--- config.mk ---
export PLATFORM = sky130hd
export DESIGN_NAME = nv21_pixel_to_rgb_unit
export DESIGN_NICKNAME = d
export VERILOG_FILES = /design/src/rtl/n2rgb_pkg.sv /design/src/rtl/nv21_pixel_to_rgb_unit.sv /design/src/rtl/n2rgb_front.sv /design/src/rtl/n2rgb_queue.sv /design/src/rtl/n2rgb_back.sv
export SDC_FILE = /design/constraint.sdc
export NUM_CORES = 1
export LEC_CHECK = 0
export BUFFER_PORTS_ARGS = -buffer_cell sky130_fd_sc_hd__buf_2
export CAP_MARGIN = 0
export CORE_MARGIN = 1
export CORE_UTILIZATION = 63
export DETAILED_ROUTE_END_ITERATION = 10
export HOLD_SLACK_MARGIN = 0.05
export PLACE_DENSITY = 0.81
export SETUP_SLACK_MARGIN = 0.1
export SYNTH_ARGS = -nofsm -noshare
export SYNTH_HDL_FRONTEND = slang
export SYNTH_SLANG_ARGS = --single-unit
export TNS_END_PERCENT = 1
--- constraint.sdc ---
create_clock -name clk -period 6.2 [get_ports clk]
set_input_delay 0.93 -clock clk [delete_from_list [all_inputs] [get_ports clk]]
set_output_delay 0.93 -clock clk [all_outputs]
set_load 0.05 [all_outputs]
--- src/rtl/n2rgb_pkg.sv ---
// shared constants, item types and helper functions for the nv21 to rgb converter
// no dependencies; imported by every module of the block
package n2rgb_pkg;

  // frame geometry
  localparam int MAX_DIM = 4096;
  localparam int DIM_W   = $clog2(MAX_DIM);

  // configuration port
  localparam int CFG_W     = 13;
  localparam int CFG_IDX_W = 2;
  localparam logic [CFG_IDX_W-1:0] REG_LINE_WIDTH  = CFG_IDX_W'(0);
  localparam logic [CFG_IDX_W-1:0] REG_FRAME_LINES = CFG_IDX_W'(1);
  localparam logic [CFG_W-1:0] LINE_WIDTH_RESET  = CFG_W'(640);
  localparam logic [CFG_W-1:0] FRAME_LINES_RESET = CFG_W'(480);
  localparam logic [CFG_W-1:0] LINE_WIDTH_MIN    = CFG_W'(2);
  localparam logic [CFG_W-1:0] FRAME_LINES_MIN   = CFG_W'(1);

  // pixel arithmetic
  localparam int PIX_W  = 8;
  localparam int CHR_W  = 8;
  localparam int FRAC_W = 10;
  localparam int ACC_W  = 21;

  localparam logic signed [ACC_W-1:0] COEF_CR_R = ACC_W'(1437);
  localparam logic signed [ACC_W-1:0] COEF_CB_G = ACC_W'(455);
  localparam logic signed [ACC_W-1:0] COEF_CR_G = ACC_W'(731);
  localparam logic signed [ACC_W-1:0] COEF_CB_B = ACC_W'(1814);

  // queue between front and back
  localparam int QUEUE_DEPTH = 4;
  localparam int QPTR_W      = $clog2(QUEUE_DEPTH);

  typedef struct packed {
    logic [PIX_W-1:0]        luma;
    logic signed [CHR_W-1:0] cr;
    logic signed [CHR_W-1:0] cb;
    logic                    line_end;
    logic                    frame_end;
  } n2rgb_item_t;

  typedef struct packed {
    logic [CFG_W-1:0] line_width;
    logic [CFG_W-1:0] frame_lines;
  } n2rgb_cfg_t;

  // clamp a dimension register into lo..MAX_DIM
  function automatic logic [CFG_W-1:0] sat_dim(input logic [CFG_W-1:0] v,
                                               input logic [CFG_W-1:0] lo);
    logic [CFG_W-1:0] r;
    if (v < lo) r = lo;
    else if (v > CFG_W'(MAX_DIM)) r = CFG_W'(MAX_DIM);
    else r = v;
    return r;
  endfunction

  // unsigned byte less the chroma bias, as a signed byte
  function automatic logic signed [CHR_W-1:0] unbias(input logic [CHR_W-1:0] b);
    return {~b[CHR_W-1], b[CHR_W-2:0]};
  endfunction

  // q10 value floored and clamped to 0..255
  function automatic logic [PIX_W-1:0] to_pixel(input logic signed [ACC_W-1:0] acc);
    logic [PIX_W-1:0] p;
    if (acc[ACC_W-1]) p = '0;
    else if (|acc[ACC_W-2:FRAC_W+PIX_W]) p = '1;
    else p = acc[FRAC_W+PIX_W-1:FRAC_W];
    return p;
  endfunction

endpackage

--- src/rtl/nv21_pixel_to_rgb_unit.sv ---
// nv21 pixel stream to rgb888 converter, top level
// an accepted item passes through its queue entry, the product stage register and the output register
// throughput: one item per cycle; the input stalls only once the four-item queue fills
// behind a stalled output
// reset (rst, synchronous): counters and held chroma cleared, line width 640, 480 lines per frame
// depends on n2rgb_pkg, n2rgb_front, n2rgb_queue, n2rgb_back
module nv21_pixel_to_rgb_unit import n2rgb_pkg::*; (
  input  logic                 clk,
  input  logic                 rst,
  // configuration writes
  input  logic                 cfg_valid,
  output logic                 cfg_ready,
  input  logic [CFG_IDX_W-1:0] cfg_index,
  input  logic [CFG_W-1:0]     cfg_data,
  // pixel input
  input  logic                 in_valid,
  output logic                 in_stall,
  input  logic [PIX_W-1:0]     luma,
  input  logic [CHR_W-1:0]     chroma_v,
  input  logic [CHR_W-1:0]     chroma_u,
  // rgb output
  output logic                 out_valid,
  input  logic                 out_stall,
  output logic [PIX_W-1:0]     red,
  output logic [PIX_W-1:0]     green,
  output logic [PIX_W-1:0]     blue,
  output logic                 line_end,
  output logic                 frame_end
);

  logic        q_full;
  logic        accept;
  n2rgb_item_t front_item;
  logic        head_valid;
  n2rgb_item_t head_item;
  logic        pop;

  // the input side only waits when the queue is full, so the back part
  // can stall on its own without holding the front counters back
  assign in_stall = q_full;
  assign accept   = in_valid && !q_full;

  // front: register writes, column and row tracking, chroma latch on even columns
  n2rgb_front u_front (
    .clk       (clk),
    .rst       (rst),
    .cfg_valid (cfg_valid),
    .cfg_ready (cfg_ready),
    .cfg_index (cfg_index),
    .cfg_data  (cfg_data),
    .accept    (accept),
    .luma      (luma),
    .chroma_v  (chroma_v),
    .chroma_u  (chroma_u),
    .item      (front_item)
  );

  // classified items wait here; a full queue pushes back on the input
  n2rgb_queue u_queue (
    .clk        (clk),
    .rst        (rst),
    .push       (accept),
    .push_item  (front_item),
    .full       (q_full),
    .pop        (pop),
    .head_valid (head_valid),
    .head_item  (head_item)
  );

  // back: q10 colour matrix, floor and clamp, output register
  n2rgb_back u_back (
    .clk        (clk),
    .rst        (rst),
    .head_valid (head_valid),
    .head_item  (head_item),
    .pop        (pop),
    .out_valid  (out_valid),
    .out_stall  (out_stall),
    .red        (red),
    .green      (green),
    .blue       (blue),
    .line_end   (line_end),
    .frame_end  (frame_end)
  );

endmodule

--- src/rtl/n2rgb_front.sv ---
// front part: configuration registers, raster counters and chroma hold
// depends on n2rgb_pkg
module n2rgb_front import n2rgb_pkg::*; (
  input  logic                 clk,
  input  logic                 rst,
  input  logic                 cfg_valid,
  output logic                 cfg_ready,
  input  logic [CFG_IDX_W-1:0] cfg_index,
  input  logic [CFG_W-1:0]     cfg_data,
  input  logic                 accept,
  input  logic [PIX_W-1:0]     luma,
  input  logic [CHR_W-1:0]     chroma_v,
  input  logic [CHR_W-1:0]     chroma_u,
  output n2rgb_item_t          item
);

  n2rgb_cfg_t              cfg;
  logic [DIM_W-1:0]        column_count;
  logic [DIM_W-1:0]        row_count;
  logic signed [CHR_W-1:0] held_cr;
  logic signed [CHR_W-1:0] held_cb;

  logic [CFG_W-1:0]        w_last;
  logic [CFG_W-1:0]        h_last;
  logic                    even_col;
  logic                    lend;
  logic                    fend;
  logic signed [CHR_W-1:0] cr_now;
  logic signed [CHR_W-1:0] cb_now;

  assign cfg_ready = 1'b1;

  always_ff @(posedge clk) begin
    if (rst) begin
      cfg.line_width  <= LINE_WIDTH_RESET;
      cfg.frame_lines <= FRAME_LINES_RESET;
    end else if (cfg_valid) begin
      if (cfg_index == REG_LINE_WIDTH) cfg.line_width <= cfg_data;
      if (cfg_index == REG_FRAME_LINES) cfg.frame_lines <= cfg_data;
    end
  end

  always_comb begin
    w_last   = sat_dim(cfg.line_width, LINE_WIDTH_MIN) - CFG_W'(1);
    h_last   = sat_dim(cfg.frame_lines, FRAME_LINES_MIN) - CFG_W'(1);
    even_col = ~column_count[0];
    lend     = CFG_W'(column_count) >= w_last;
    fend     = lend && (CFG_W'(row_count) >= h_last);
    cr_now   = even_col ? unbias(chroma_v) : held_cr;
    cb_now   = even_col ? unbias(chroma_u) : held_cb;
    item.luma      = luma;
    item.cr        = cr_now;
    item.cb        = cb_now;
    item.line_end  = lend;
    item.frame_end = fend;
  end

  always_ff @(posedge clk) begin
    if (rst) begin
      column_count <= '0;
      row_count    <= '0;
      held_cr      <= '0;
      held_cb      <= '0;
    end else if (accept) begin
      held_cr <= cr_now;
      held_cb <= cb_now;
      if (lend) begin
        column_count <= '0;
        if (fend) row_count <= '0;
        else row_count <= row_count + DIM_W'(1);
      end else begin
        column_count <= column_count + DIM_W'(1);
      end
    end
  end

endmodule

--- src/rtl/n2rgb_queue.sv ---
// short item queue decoupling the front part from the back part
// depends on n2rgb_pkg
module n2rgb_queue import n2rgb_pkg::*; (
  input  logic        clk,
  input  logic        rst,
  input  logic        push,
  input  n2rgb_item_t push_item,
  output logic        full,
  input  logic        pop,
  output logic        head_valid,
  output n2rgb_item_t head_item
);

  n2rgb_item_t       slots [QUEUE_DEPTH];
  logic [QPTR_W-1:0] wr_ptr;
  logic [QPTR_W-1:0] rd_ptr;
  logic [QPTR_W:0]   fill;

  assign full       = fill == (QPTR_W+1)'(QUEUE_DEPTH);
  assign head_valid = fill != '0;
  assign head_item  = slots[rd_ptr];

  always_ff @(posedge clk) begin
    if (push) slots[wr_ptr] <= push_item;
  end

  always_ff @(posedge clk) begin
    if (rst) begin
      wr_ptr <= '0;
      rd_ptr <= '0;
      fill   <= '0;
    end else begin
      if (push) wr_ptr <= wr_ptr + QPTR_W'(1);
      if (pop) rd_ptr <= rd_ptr + QPTR_W'(1);
      if (push && !pop) fill <= fill + (QPTR_W+1)'(1);
      else if (pop && !push) fill <= fill - (QPTR_W+1)'(1);
    end
  end

endmodule

--- src/rtl/n2rgb_back.sv ---
// back part: two-stage colour matrix (products, then sums with clamp) and output register
// depends on n2rgb_pkg
module n2rgb_back import n2rgb_pkg::*; (
  input  logic             clk,
  input  logic             rst,
  input  logic             head_valid,
  input  n2rgb_item_t      head_item,
  output logic             pop,
  output logic             out_valid,
  input  logic             out_stall,
  output logic [PIX_W-1:0] red,
  output logic [PIX_W-1:0] green,
  output logic [PIX_W-1:0] blue,
  output logic             line_end,
  output logic             frame_end
);

  logic                    s1_valid;
  logic [PIX_W-1:0]        s1_luma;
  logic signed [ACC_W-1:0] s1_p_r;
  logic signed [ACC_W-1:0] s1_p_gb;
  logic signed [ACC_W-1:0] s1_p_gr;
  logic signed [ACC_W-1:0] s1_p_b;
  logic                    s1_lend;
  logic                    s1_fend;

  logic                    s2_free;
  logic                    s1_free;
  logic signed [ACC_W-1:0] cr_ext;
  logic signed [ACC_W-1:0] cb_ext;
  logic signed [ACC_W-1:0] y_q;
  logic signed [ACC_W-1:0] acc_r;
  logic signed [ACC_W-1:0] acc_g;
  logic signed [ACC_W-1:0] acc_b;

  assign s2_free = !out_valid || !out_stall;
  assign s1_free = !s1_valid || s2_free;
  assign pop     = head_valid && s1_free;

  always_comb begin
    cr_ext = {{(ACC_W-CHR_W){head_item.cr[CHR_W-1]}}, head_item.cr};
    cb_ext = {{(ACC_W-CHR_W){head_item.cb[CHR_W-1]}}, head_item.cb};
    y_q    = {{(ACC_W-PIX_W-FRAC_W){1'b0}}, s1_luma, {FRAC_W{1'b0}}};
    acc_r  = y_q + s1_p_r;
    acc_g  = y_q - s1_p_gb - s1_p_gr;
    acc_b  = y_q + s1_p_b;
  end

  // stage one: constant products
  always_ff @(posedge clk) begin
    if (s1_free) begin
      s1_luma <= head_item.luma;
      s1_p_r  <= COEF_CR_R * cr_ext;
      s1_p_gb <= COEF_CB_G * cb_ext;
      s1_p_gr <= COEF_CR_G * cr_ext;
      s1_p_b  <= COEF_CB_B * cb_ext;
      s1_lend <= head_item.line_end;
      s1_fend <= head_item.frame_end;
    end
  end

  // stage two: sums, floor and clamp into the output register
  always_ff @(posedge clk) begin
    if (s2_free && s1_valid) begin
      red       <= to_pixel(acc_r);
      green     <= to_pixel(acc_g);
      blue      <= to_pixel(acc_b);
      line_end  <= s1_lend;
      frame_end <= s1_fend;
    end
  end

  always_ff @(posedge clk) begin
    if (rst) begin
      s1_valid  <= 1'b0;
      out_valid <= 1'b0;
    end else begin
      if (s1_free) s1_valid <= pop;
      if (s2_free) out_valid <= s1_valid;
    end
  end

endmodule

==> metrics.yaml <==
yosys:
  synthesis.area_sq_um: 18000
  ys_top_cells_by_area: "edfxtp_1 (33%), ha_1 (16%), fa_1 (8.8%)"
  synth_top_area_share_pct: 32.9
  synth_area_per_cell_sq_um: 11.1
  synth-seq-cells: 274
  yosysTopAreaCell: "edfxtp_1"
  syn_inst: 1628
  yosys_warnings: 0
  synth_top_flop_cell: "edfxtp_1"
  async_reset_ff_share_pct: 0
  synth_edf_count: 197
  synth_fp_nets: 1978
  yosysSeqAreaShare_pct: 41.4
  synth_cell_types: 82
  synth_common_cells: "ha_1 (227), inv_1 (227), edfxtp_1 (197)"
critical_path:
  cp.required_ps: 6480
  endpoint_kind: "flip-flop"
  cp_num_buf_inv: 3
  arrival_ps: 5780
  worstSetupPathType: "flip-flop to flip-flop"
  critical_path.top_delay_family: "adder cells"
  crit_fanout: 17
  rrSetupSlack_ps: 700
  r2r_end: "u_back.s1_p_gb[16]$_DFFE_PN_"
  slowest_delay_ps: 640
  path_depth: 17
  worst_r2r_path_depth: 17
  cp_cell_sequence: "buf_4 -> mux4_2 -> inv_1 -> fa_1 -> fa_1 -> inv_1 -> ha_1 -> ha_1 -> nor2b_1 -> o21ai_0 -> a21boi_0 -> o21ai_0 -> nand2b_1 -> a21o_1 -> a41o_1 -> o41ai_1 -> xnor2_1"
  slowest_stage: "mux4_2"
  start_kind: "flip-flop"
hold_path:
  hp-class: "flip-flop to flip-flop"
  min_path_cells: 0
  hp-start: "u_back.s1_lend$_DFFE_PN_"
  min_to: "u_back.line_end$_DFFE_PP_"
clocking:
  hold_buffers: 0
  clk_pin_slew_ps: 60
  clk_latency_ps: 570
  clockBufferDepth: 3
  clock-sinks: 274
  cts_root_buf: "clkbuf_16"
  cts-htree-levels: 1
  numCtsBuffers: 28
  cts_tree: "yes"
  cts_setup_buffers: 0
  cts_repair_resize_count: 0
final_layout:
  area_delta_synth_final_pct: 9.71
  nets: 2049
  drive_gt1_share_pct: 11.8
  nFillCells: 1969
die:
  core_sq_um: 27900
  die_width_microns: 171
  ios: 73
  die-area_sq_um: 29200
  initial_utilization_pct: 64.4
  row_count: 61
  die-height_microns: 171
route:
  drc: 0
  routed_wirelength_microns: 35800
  viasPerCell: 5.74
  ant_nets: 0
  wl_per_cell_microns: 17.1
  drt_iter0_markers: 784
  vias: 12057
  firstDrtPassIters: 5
grt:
  grt_overflow_total: 0
  grt_pass1_vias: 12326
  antenna_found_initial: 3
  grt_usage_pct: 25.4
  grt_max_degree: 69
  grt_pass1_wl_microns: 58700
sta:
  rsz0062_at_grt: "false"
  fin_setup_tns_ps: 0
  worst_slew_pin_slew_ps: 1140
  period_share_pct: 88.8
  finClkSkew_ps: 44.1
  slew_violations: 0
  max_slew_margin_pct: 23.5
  max_freq_ghz: 0.182
  fin_crit_ps: 5500
  finalHoldViolCount: 0
  setup_violations: 0
run_status:
  outcome: "finished clean"
place:
  place_congestion: 0.917
  io_buffers: 71
  hpwl_microns: 26600
run:
  cap_violations: 0
state kept, by name, indices dropped and copies added, names as in the netlist, 10 cells and up, named ones only:
signal	flops
u_back.s1_p_b	10
u_back.s1_p_gb	18
u_back.s1_p_gr	19
u_back.s1_p_r	10
u_front.cfg	26
u_front.column_count	12
u_front.row_count	12
u_queue.slots	104
metrics by stage:
step	instances	hold WS (ps)	util, %	setup WS, ps	instance area, sq um
floorplan	1628	400	-	611	18000
global placement	2047	401	67.1	830	18800
detailed placement	2047	434	67.1	714	18800
CTS	2097	422	70.6	619	19700
global route	2097	455	70.6	299	19700
finish	2100	423	70.7	696	19700
layer usage:
metal  track usage (%)  wire (microns)
met4              8.15            1030
met1              29.4           14300
met3              4.35            1750
met2              47.4           18700
met5                 0              13
cells by family after synthesis:
kind of cell / share of synthesized area [%]
mux: 4.43
fa+ha+maj: 24.6
other cells: 0.0208
xor+xnor: 3.75
buf+inv: 5.66
simple gates: 9.84
flops: 41.4
compound gates: 10.3
how the worst max path moves through the flow:
stage,from,endpoint,slack [ps]
detailed placement,flip-flop,u_back.s1_p_r[18]$_DFFE_PN_,710
CTS,flip-flop,u_back.s1_p_gb[16]$_DFFE_PN_,620
global route,flip-flop,u_back.s1_p_gb[16]$_DFFE_PN_,300
finish,flip-flop,u_back.s1_p_gb[16]$_DFFE_PN_,700
global placement,flip-flop,u_back.s1_p_r[18]$_DFFE_PN_,830
floorplan,flip-flop,u_back.s1_p_r[18]$_DFFE_PN_,610
layout by cell type, fill, tap and decap left out, types with 23 or more instances in the layout:
| cell type | n |
|---|---|
| edfxtp_1 | 197 |
| xor2_1 | 33 |
| mux4_2 | 26 |
| dfxtp_1 | 76 |
| nor2_1 | 79 |
| inv_1 | 227 |
| a21oi_1 | 88 |
| fa_1 | 79 |
| xnor2_1 | 44 |
| nand2_1 | 146 |
| buf_2 | 71 |
| clkbuf_16 | 28 |
| nor3_1 | 23 |
| o21ai_0 | 58 |
| ha_1 | 227 |
| a21o_1 | 34 |
cell type report:
class	count	area, sq um	share of cell area [%]
multi-input combinational	1086	9530	48.3
sequential	274	7460	37.8
inverter	228	856	4.34
clock buffer	37	785	3.97
tap	378	473	2.40
timing repair buffer	81	430	2.18
clock inverter	13	198	1.00
antenna	3	7.51	0.0380
Power is left out: the tool's default activity adds up to more than one toggle a clock period on the data nets, which glitch-free logic cannot reach.
